--- src/design/pfi_pkg.sv ---
// Shared types and constants for the PCM float/int16 sample converter.
package pfi_pkg;

    localparam int unsigned WordW = 32;
    localparam int unsigned CfgAddrW = 8;

    localparam logic [CfgAddrW-1:0] CfgSourceFormat = 8'd0;
    localparam logic [CfgAddrW-1:0] CfgTargetFormat = 8'd1;

    localparam logic FmtInt16 = 1'b0;
    localparam logic FmtFloat = 1'b1;

    localparam logic [30:0] FloatOneMag = 31'h3F80_0000;

    typedef struct packed {
        logic [WordW-1:0] sample_word;
        logic             last_in_block;
    } t_smp;

    typedef struct packed {
        logic [WordW-1:0] result_word;
        logic             sample_bad;
        logic             block_ok;
        logic             last_out;
    } t_res;

    typedef struct packed {
        logic source_format;
        logic target_format;
    } t_fmt;

endpackage

--- src/design/pfi_in_if.sv ---
// Valid/ready channel carrying one input sample word.
interface pfi_in_if;
    import pfi_pkg::*;
    logic valid;
    logic ready;
    t_smp data;
    modport source(output valid, output data, input ready);
    modport sink(input valid, input data, output ready);
endinterface

--- src/design/pfi_out_if.sv ---
// Valid/ready channel carrying one converted result word.
interface pfi_out_if;
    import pfi_pkg::*;
    logic valid;
    logic ready;
    t_res data;
    modport source(output valid, output data, input ready);
    modport sink(input valid, input data, output ready);
endinterface

--- src/design/pfi_cfg_if.sv ---
// Valid/ready register write channel.
interface pfi_cfg_if;
    import pfi_pkg::*;
    logic                valid;
    logic                ready;
    logic [CfgAddrW-1:0] addr;
    logic [WordW-1:0]    wdata;
    modport source(output valid, output addr, output wdata, input ready);
    modport sink(input valid, input addr, input wdata, output ready);
endinterface

--- src/design/pcm_float_int16_converter.sv ---
// Top level: input register, conversion logic, result register.
// An accepted word is held in the input register, converted, and shown from the result register.
// Throughput: one word per cycle while the output is not stalled, set by the two-register pipeline.
// Reset: format registers select int16 to int16, pipeline empty, block flag clear.
module pcm_float_int16_converter (
    input  logic     i_clk,
    input  logic     i_rst_n,
    pfi_in_if.sink   i_smp,
    pfi_out_if.source o_res,
    pfi_cfg_if.sink  i_cfg
);
    import pfi_pkg::*;

    t_fmt             r_fmt;
    logic             r_in_valid;
    t_smp             r_in;
    logic             r_out_valid;
    t_res             r_out;
    logic             r_err_seen;
    logic             advance;
    logic [WordW-1:0] conv_result;
    logic             conv_bad;
    logic             n_err;

    assign advance     = !r_out_valid || o_res.ready;
    assign i_smp.ready = !r_in_valid || advance;
    assign i_cfg.ready = 1'b1;
    assign o_res.valid = r_out_valid;
    assign o_res.data  = r_out;

    pfi_convert u_convert (
        .i_fmt    (r_fmt),
        .i_word   (r_in.sample_word),
        .o_result (conv_result),
        .o_bad    (conv_bad)
    );

    assign n_err = r_err_seen || conv_bad;

    always_ff @(posedge i_clk) begin
        if (!i_rst_n) begin
            r_fmt       <= '0;
            r_in_valid  <= 1'b0;
            r_out_valid <= 1'b0;
            r_err_seen  <= 1'b0;
        end else begin
            if (i_cfg.valid) begin
                unique case (i_cfg.addr)
                    CfgSourceFormat: r_fmt.source_format <= i_cfg.wdata[0];
                    CfgTargetFormat: r_fmt.target_format <= i_cfg.wdata[0];
                    default: ;
                endcase
            end
            if (i_smp.ready) begin
                r_in_valid <= i_smp.valid;
            end
            if (advance) begin
                r_out_valid <= r_in_valid;
                if (r_in_valid) begin
                    r_err_seen <= r_in.last_in_block ? 1'b0 : n_err;
                end
            end
        end
    end

    always_ff @(posedge i_clk) begin
        if (i_smp.ready && i_smp.valid) begin
            r_in <= i_smp.data;
        end
        if (advance && r_in_valid) begin
            r_out.result_word <= conv_result;
            r_out.sample_bad  <= conv_bad;
            r_out.block_ok    <= r_in.last_in_block && !n_err;
            r_out.last_out    <= r_in.last_in_block;
        end
    end

endmodule

--- src/design/pfi_convert.sv ---
// Combinational sample conversion between int16 PCM and float32, with int16 pass-through and float32 clamping.
module pfi_convert (
    input  pfi_pkg::t_fmt             i_fmt,
    input  logic [pfi_pkg::WordW-1:0] i_word,
    output logic [pfi_pkg::WordW-1:0] o_result,
    output logic                      o_bad
);
    import pfi_pkg::*;

    logic [15:0] s16;
    logic        s_neg;
    logic [15:0] s_mag;
    logic [3:0]  s_lead;
    logic [23:0] s_norm;
    logic [31:0] int_to_float;

    logic        f_neg;
    logic [7:0]  f_exp;
    logic        f_gt_one;
    logic        f_ge_one;
    logic [23:0] f_man;
    logic [38:0] f_prod;
    logic [7:0]  f_sh;
    logic [38:0] f_trunc;
    logic [16:0] f_round;
    logic [15:0] f_int;
    logic [31:0] float_clamped;

    always_comb begin
        s16    = i_word[15:0];
        s_neg  = s16[15];
        s_mag  = s_neg ? (16'd0 - s16) : s16;
        s_lead = 4'd0;
        for (int i = 0; i < 16; i++) begin
            if (s_mag[i]) begin
                s_lead = 4'(i);
            end
        end
        s_norm = 24'(s_mag) << (5'd23 - 5'(s_lead));
        if (s_mag == 16'd0) begin
            int_to_float = '0;
        end else begin
            int_to_float = {s_neg, 8'd112 + 8'(s_lead), s_norm[22:0]};
        end
    end

    always_comb begin
        f_neg    = i_word[31];
        f_exp    = i_word[30:23];
        f_gt_one = i_word[30:0] > FloatOneMag;
        f_ge_one = i_word[30:0] >= FloatOneMag;
        f_man    = {f_exp != 8'd0, i_word[22:0]};
        if (f_neg) begin
            f_prod = {f_man, 15'd0};
        end else begin
            f_prod = {f_man, 15'd0} - 39'(f_man);
        end
        f_sh = 8'd149 - f_exp;
        if (f_exp > 8'd149 || f_sh >= 8'd39) begin
            f_trunc = '0;
        end else begin
            f_trunc = f_prod >> f_sh[5:0];
        end
        f_round = 17'((40'(f_trunc) + 40'd1) >> 1);
        if (f_ge_one) begin
            f_int = f_neg ? 16'h8000 : 16'h7FFF;
        end else begin
            f_int = f_neg ? (16'd0 - f_round[15:0]) : f_round[15:0];
        end
        if (f_gt_one) begin
            float_clamped = {f_neg, FloatOneMag};
        end else begin
            float_clamped = i_word;
        end
    end

    always_comb begin
        o_bad    = 1'b0;
        o_result = '0;
        if (i_fmt.source_format == FmtInt16) begin
            if (i_fmt.target_format == FmtInt16) begin
                o_result = {16'd0, s16};
            end else begin
                o_result = int_to_float;
            end
        end else if (f_exp == 8'hFF) begin
            o_bad = 1'b1;
        end else if (i_fmt.target_format == FmtFloat) begin
            o_result = float_clamped;
        end else begin
            o_result = {16'd0, f_int};
        end
    end

endmodule

--- src/flat_wrapper.sv ---
// flat-port wrapper written by rule: the top's interface ports become plain ports
module pcm_float_int16_converter_flat import pfi_pkg::*;
  (i_clk, i_rst_n, i_smp_valid, i_smp_data, i_smp_ready, o_res_valid, o_res_data, o_res_ready, i_cfg_valid, i_cfg_addr, i_cfg_wdata, i_cfg_ready);
  pfi_in_if i_smp_i ();
  pfi_out_if o_res_i ();
  pfi_cfg_if i_cfg_i ();
  input  logic i_clk;
  input  logic i_rst_n;
  input wire logic [$bits(i_smp_i.valid)-1:0] i_smp_valid;
  input wire logic [$bits(i_smp_i.data)-1:0] i_smp_data;
  output wire logic [$bits(i_smp_i.ready)-1:0] i_smp_ready;
  output wire logic [$bits(o_res_i.valid)-1:0] o_res_valid;
  output wire logic [$bits(o_res_i.data)-1:0] o_res_data;
  input wire logic [$bits(o_res_i.ready)-1:0] o_res_ready;
  input wire logic [$bits(i_cfg_i.valid)-1:0] i_cfg_valid;
  input wire logic [$bits(i_cfg_i.addr)-1:0] i_cfg_addr;
  input wire logic [$bits(i_cfg_i.wdata)-1:0] i_cfg_wdata;
  output wire logic [$bits(i_cfg_i.ready)-1:0] i_cfg_ready;
  assign i_smp_i.valid = i_smp_valid;
  assign i_smp_i.data = i_smp_data;
  assign i_smp_ready = i_smp_i.ready;
  assign o_res_valid = o_res_i.valid;
  assign o_res_data = o_res_i.data;
  assign o_res_i.ready = o_res_ready;
  assign i_cfg_i.valid = i_cfg_valid;
  assign i_cfg_i.addr = i_cfg_addr;
  assign i_cfg_i.wdata = i_cfg_wdata;
  assign i_cfg_ready = i_cfg_i.ready;
  pcm_float_int16_converter u_core (.i_clk(i_clk), .i_rst_n(i_rst_n), .i_smp(i_smp_i), .o_res(o_res_i), .i_cfg(i_cfg_i));
endmodule
--- config.mk ---
export PLATFORM = sky130hd
export DESIGN_NAME = pcm_float_int16_converter_flat
export DESIGN_NICKNAME = d
export VERILOG_FILES = /design/src/design/pfi_pkg.sv /design/src/design/pfi_in_if.sv /design/src/design/pfi_out_if.sv /design/src/design/pfi_cfg_if.sv /design/src/design/pcm_float_int16_converter.sv /design/src/design/pfi_convert.sv /design/src/flat_wrapper.sv
export SDC_FILE = /design/constraint.sdc
export NUM_CORES = 1
export LEC_CHECK = 0
export ABC_AREA = 1
export BUFFER_PORTS_ARGS = -buffer_cell sky130_fd_sc_hd__buf_2
export CAP_MARGIN = 20
export CORE_MARGIN = 2
export CORE_UTILIZATION = 30
export DETAILED_ROUTE_END_ITERATION = 12
export GPL_TIMING_DRIVEN = 0
export MAX_ROUTING_LAYER = met4
export SYNTH_ARGS = -nofsm -noshare
export SYNTH_HDL_FRONTEND = slang
export SYNTH_SLANG_ARGS = --single-unit
--- constraint.sdc ---
create_clock -name i_clk -period 12.5 [get_ports i_clk]
set_input_delay 2.5 -clock i_clk [delete_from_list [all_inputs] [get_ports i_clk]]
set_output_delay 2.5 -clock i_clk [all_outputs]
set_load 0.05 [all_outputs]
## Yosys cells after proc, flatten, opt, wreduce, memory -nomap -nowiden

Index checks and enable logic that the tools add are counted.

- Word-level logic and storage cells: 72
- Output and inout bits: 38
- Bits in registers: 73
- Input bits: 78

- Shifts and indexed selects: 2
- Eq/ne operators: 2
- Add/subtract/negate cells: 7
- Multiplexer cells: 30
- Reductions and logical operators: 16
- Order comparisons: 4

Operators by type and width:

| cell | count |
|---|---|
| 2-to-1 mux 32 bit | 5 |
| 2-to-1 mux 16 bit | 4 |
| 2-to-1 mux 4 bit | 12 |
| 2-to-1 mux 39 bit | 1 |
| right shift 39 x 6 -> 17 bit | 1 |
| subtractor 39 x 24 -> 39 bit | 1 |
| subtractor 1 x 16 -> 16 bit (first input constant) | 2 |
| greater-or-equal comparator 31 x 30 -> 1 bit (second input constant) | 1 |
| greater-than comparator 31 x 30 -> 1 bit (second input constant) | 1 |
| 2-to-1 mux 31 bit | 1 |
| left shift 16 x 5 -> 23 bit | 1 |
| adder 17 x 1 -> 17 bit (second input constant) | 1 |
| 2-to-1 mux 17 bit | 1 |
| zero test 16 bit | 1 |
| adder 7 x 4 -> 8 bit (first input constant) | 1 |
| equality test 8 x 1 -> 1 bit (second input constant) | 1 |
| equality test 8 bit (second input constant) | 1 |
| greater-or-equal comparator 8 x 6 -> 1 bit (second input constant) | 1 |
| greater-than comparator 8 bit (second input constant) | 1 |
| zero test 8 bit | 1 |
| nonzero test 8 bit | 1 |
| subtractor 8 bit (first input constant) | 1 |
| AND reduction 2 bit | 3 |
| subtractor 5 x 4 -> 5 bit (first input constant) | 1 |
| 5 further kinds | 16 |

## Depth between registers and ports, before layout

- Depth in word-level cells: 22
- Mapped depth: 41
- Gate-level depth less buffers: 39

## Hierarchy

From an unflattened synthesis, not the netlist that was laid out.

- Cells, all modules: 1580
- Area total of the unflattened synthesis: 9126.3 um^2

By module, submodules not included:

| module | area each (um^2) | instances | sequential area each (um^2) | cells each |
|---|---|---|---|---|
| pfi_convert | 6809.0 | 1 | 0.0 | 1469 |
| pcm_float_int16_converter | 2317.2 | 1 | 2142.1 | 111 |

## Least setup slack after synthesis

OpenSTA, ideal clock, no wires.

- Path type: input to output
- Start point: in o_res_ready
- End point: out i_smp_ready
- Data arrival time: 2.960 ns
- Cell stages on the path: 2
- Data required time: 10.000 ns
- Path slack: 7.040 ns
- Buffers on the path: 0
- Cell sequence: inv_1 > nand3_1

- Cells in the longest elaborated chain, start to end: 2

RTL lines:

| element | line | text |
|---|---|---|
| start, declared | flat_wrapper.sv:14 | `input wire logic [$bits(o_res_i.ready)-1:0] o_res_ready;` |
| logical OR 1 bit | pcm_float_int16_converter.sv:25 | `assign advance = !r_out_valid \|\| o_res.ready;` |
| logical OR 1 bit | pcm_float_int16_converter.sv:26 | `assign i_smp.ready = !r_in_valid \|\| advance;` |
| end, declared | flat_wrapper.sv:11 | `output wire logic [$bits(i_smp_i.ready)-1:0] i_smp_ready;` |

Every way passes these cells.

## Final worst setup path

- Start point: reg u_core.r_in[16] in the netlist's numbering
- End point: reg u_core.r_out (netlist bit u_core.o_res.data[17]) (data pin)

- Cells in the longest elaborated chain, start to end: 21
- Elaborated cells on any way between the ends: 36
- Classes of those cells: add/sub (5); order compare (2); shift (2); mux (26); reduce/logical (1)

RTL lines:

| element | line | text |
|---|---|---|
| start, declared | pcm_float_int16_converter.sv:16 | `t_smp r_in;` |
| start signal, assigned | pcm_float_int16_converter.sv:68 | `r_in <= i_smp.data;` |
| parallel branches: the longest is 20 deep, another holds subtractor 39 x 24 -> 39 bit | - |  |
| 2-to-1 mux 32 bit (*) | pfi_convert.sv:80 | `if (i_fmt.source_format == FmtInt16) begin` |
| net u_core.conv_result[14] | pcm_float_int16_converter.sv:21 | `logic [WordW-1:0] conv_result;` |
| end, declared | pcm_float_int16_converter.sv:18 | `t_res r_out;` |

Mark *: on every way through the listed nets, which the timed path passes.
A chain may end at the register's enable or synchronous reset.

==> metrics.md <==
| Metric | Value |
|---|---|
| Worst setup EP type | `register` |
| Syn Std Cell Area | `9000 sq um` |
| Die Ht | `around 180 um` |
| Gr usage total | `0.245` |
| CP peak stage delay | `between 0.5 and 0.6 ns` |
| Critical R2R Launch | `u_core.r_in[16]$_DFFE_PP_` |
| Critical path origin | `u_core.r_in[16]$_DFFE_PP_` |
| Num rows | `63` |
| Max transition margin | `0.466` |
| Die width | `177 um` |
| Reg2Reg Setup Slack | `6.44 ns` |
| Path type of the worst min-delay path | `register to register` |
| Commonest non-fill, non-tap cell in the layout | `nand2_1` |
| Most frequent CP cell | `nand2_1` |
| Slowest CP cell | `edfxtp_1` |
| Resized Gates After CTS | `0` |
| Setup Buffers After CTS | `0` |
| Area Growth Syn to Fin | `13.6%` |
| Hold depth | `0` |
| Clk sinks | `73` |
| CTS Buf Count | `9` |
| Hold Violations, Final | `0` |
| Worst Path Max Fanout | `10` |
| Highest clock rate | `0.165 GHz` |
| Final net count | `1713` |
| # diodes | `0` |
| Root buffer cell | `clkbuf_16` |
| #FFs+latches synth | `73` |
| Clock Latency Late Sink | `0.36 ns` |
| Top_reg_cell synth | `edfxtp_1` |
| Largest net degree at the start of global routing | `34` |
| Core Region | `29600 sq um` |
| Number of remaining DRC errors | `0` |
| Routed WL | `37600 um` |
| GP Congestion | `1.01` |
| Number of global-route vias before repair | `between 9000 and 10000` |
| PwrDens | `90.1 nW/um^2` |
| Yosys top cell area share | `0.227` |
| I/O Buffers | `83` |
| Startpoint types | `register` |
| R2r endpoint | `u_core.o_res.data[17]$_DFFE_PP_` |
| Mapped Avg Cell Area | `5.90 sq um` |
| Starting Density | `0.304` |
| Synth area leader | `edfxtp_1` |
| Cell variety after synth | `50` |
| Slew @ Worst Pin | `between 0.8 and 0.9 ns` |
| CP Data Arrival Time | `6.14 ns` |
| Number of flops mapped to enable cells by yosys | `68` |
| Wl on met1 | `16500 um` |
| Post-synth ARST share | `0` |
| Layout fillers | `3358` |
| Setup TNS Final | `0 ns` |
| Met2 WL | `16700 um` |
| Post-layout instance area | `approximately 10000 sq um` |
| Routed length per placed instance | `roughly 19 um` |
| Worst Hold End | `u_core.o_res.data[0]$_DFFE_PP_` |
| Clock Skew | `0.0187 ns` |
| Synth warnings | `0` |
| Max-Cap Viols | `0` |
| Worst hold start | `u_core.r_in[0]$_DFFE_PP_` |
| Post-DR vias/cell | `between 5 and 6` |
| Most frequent cells in the layout | `447 x nand2_1, 329 x nand3_1, 151 x inv_1, 116 x nor2_1, 110 x buf_2` |
| R2R depth | `39` |
| Post-Syn Nets | `approximately 1600` |
| H-tree Lvls | `3` |
| Setup violators final | `0` |
| Ranking of synthesized cells by area | `edfxtp_1 23%, nand2_1 19%, nand3_1 18%` |
| Synth Instances | `1525` |
| Max-slew violations | `0` |
| DP Wirelength | `30900 um` |
| Initial antenna violation count | `3` |
| Max layer used | `met4` |
| Remaining global-route overflow | `0` |
| I/O pins | `approximately 120` |
| Dpl cell area | `9940 sq um` |
| CTS Buffer Depth | `2` |
| Routed Antenna Nets | `0` |
| CTS tree | `yes` |
| Worst VDD drop | `0.0000626 V` |
| Status | `complete, no violations` |
| Static Leak | `0.00473 uW` |
| Detail Route met3 WL | `3200 um` |
| Tmin final | `6.06 ns` |
| Worst-path clk slew | `0.07 ns` |
| Via count | `10900` |
| Drt initial violations | `approximately 1100` |
| Period utilization | `0.484` |
| First-pass GRT wire length | `56600 um` |
| Cts hold-fix bufs | `0` |
| Pre-antenna DRT Iters | `6` |
| RSZ-0062 raised after global routing | `false` |
| Sequential-to-total area share from yosys stat | `0.238` |
| CP required | `12.59 ns` |
| Setup CP Type | `register to register` |
| Die area | `approximately 31000 sq um` |
| Share of cells above drive strength 1 | `0.132` |
## sequential cells by signal, summed over array words and instances (netlist names)
signal / count
u_core.o_res.valid: 1
u_core.r_err_seen: 1
u_core.o_res.data: 35
u_core.r_in: 33
u_core.r_fmt: 2
u_core.r_in_valid: 1
## cells in the mapped netlist (all sizes together), types with 2 or more instances
cell,number
nand2,469
nand3,338
inv,161
nor2,146
o21ai,110
edfxtp,68
buf,37
a21oi,35
nand4,30
clkbuf,19
ha,14
nor3,13
nor4,9
o22ai,9
o211ai,8
o31ai,8
nand3b,7
clkinv,6
or2,6
and2,5
dfxtp,5
xor2,5
a31oi,3
a21boi,2
a21o,2
conb,2
o21a,2
o21bai,2
o311ai,2
## worst max-delay path by stage
stage,end,slack (ns)
after global placement,u_core.o_res.data[17]$_DFFE_PP_,6.25
after detailed placement,u_core.o_res.data[13]$_DFFE_PP_,6.72
after global routing,u_core.o_res.data[13]$_DFFE_PP_,5.99
final,u_core.o_res.data[17]$_DFFE_PP_,6.44
after CTS,u_core.o_res.data[13]$_DFFE_PP_,6.68
after floorplan,i_smp_ready,7.04
## report_power, final
group,internal (uW),leakage (uW),switching [uW]
Clock,139,0.000133,123
Sequential,281,0.000696,14.6
Combinational,104,0.00390,261
## area by class of cell
cell class	count	area, sq um	share of cell area
timing repair buffer	85	448	0.0438
buffer	56	254	0.0248
clock buffer	9	225	0.0220
multi-input combinational	1229	5970	0.584
clock inverter	7	62.6	0.00612
tap	390	488	0.0477
inverter	167	632	0.0618
sequential	73	2140	0.210
## through the flow
step	setup slack [ns]	power (uW)	hold WS [ns]	cells	utilization
after global placement	6.25	655	0.435	1998	0.335
after CTS	6.68	921	0.453	2016	0.346
final	6.44	922	0.447	2016	0.346
after global routing	5.99	974	0.471	2016	0.346
after detailed placement	6.72	657	0.437	2000	0.336
after floorplan	7.04	548	0.426	1525	-
## layer usage
| layer | vias to the layer above | GRT usage |
|---|---|---|
| met4 | 0 | 0.0754 |
| li1 | 5330 | - |
| met1 | 5020 | 0.324 |
| met2 | 517 | 0.382 |
| met3 | 73 | 0.0384 |
| met5 | - | - |
## cells by family (layout without fill, tap and decap cells)
family,Yosys count,in the layout,synth area share
AOI/OAI and AO/OA,183,183,0.112
xor gates and xnor gates,5,5,0.00570
DFF,73,73,0.238
other,2,2,0.000834
buffers and inverters,223,324,0.0984
adders and majority gates,14,14,0.0195
and+or+nand+nor,1025,1025,0.525
## critical path, delay by kind of cell, from the launching register on
kind                     cells  cell delay [ns]
buffers and inverters        8             1.46
flip-flops                   1             0.52
adder cells (fa/ha/maj)      3             0.77
AND/OR/NAND/NOR             28             3.02
Power figures use the tool's default switching activity.
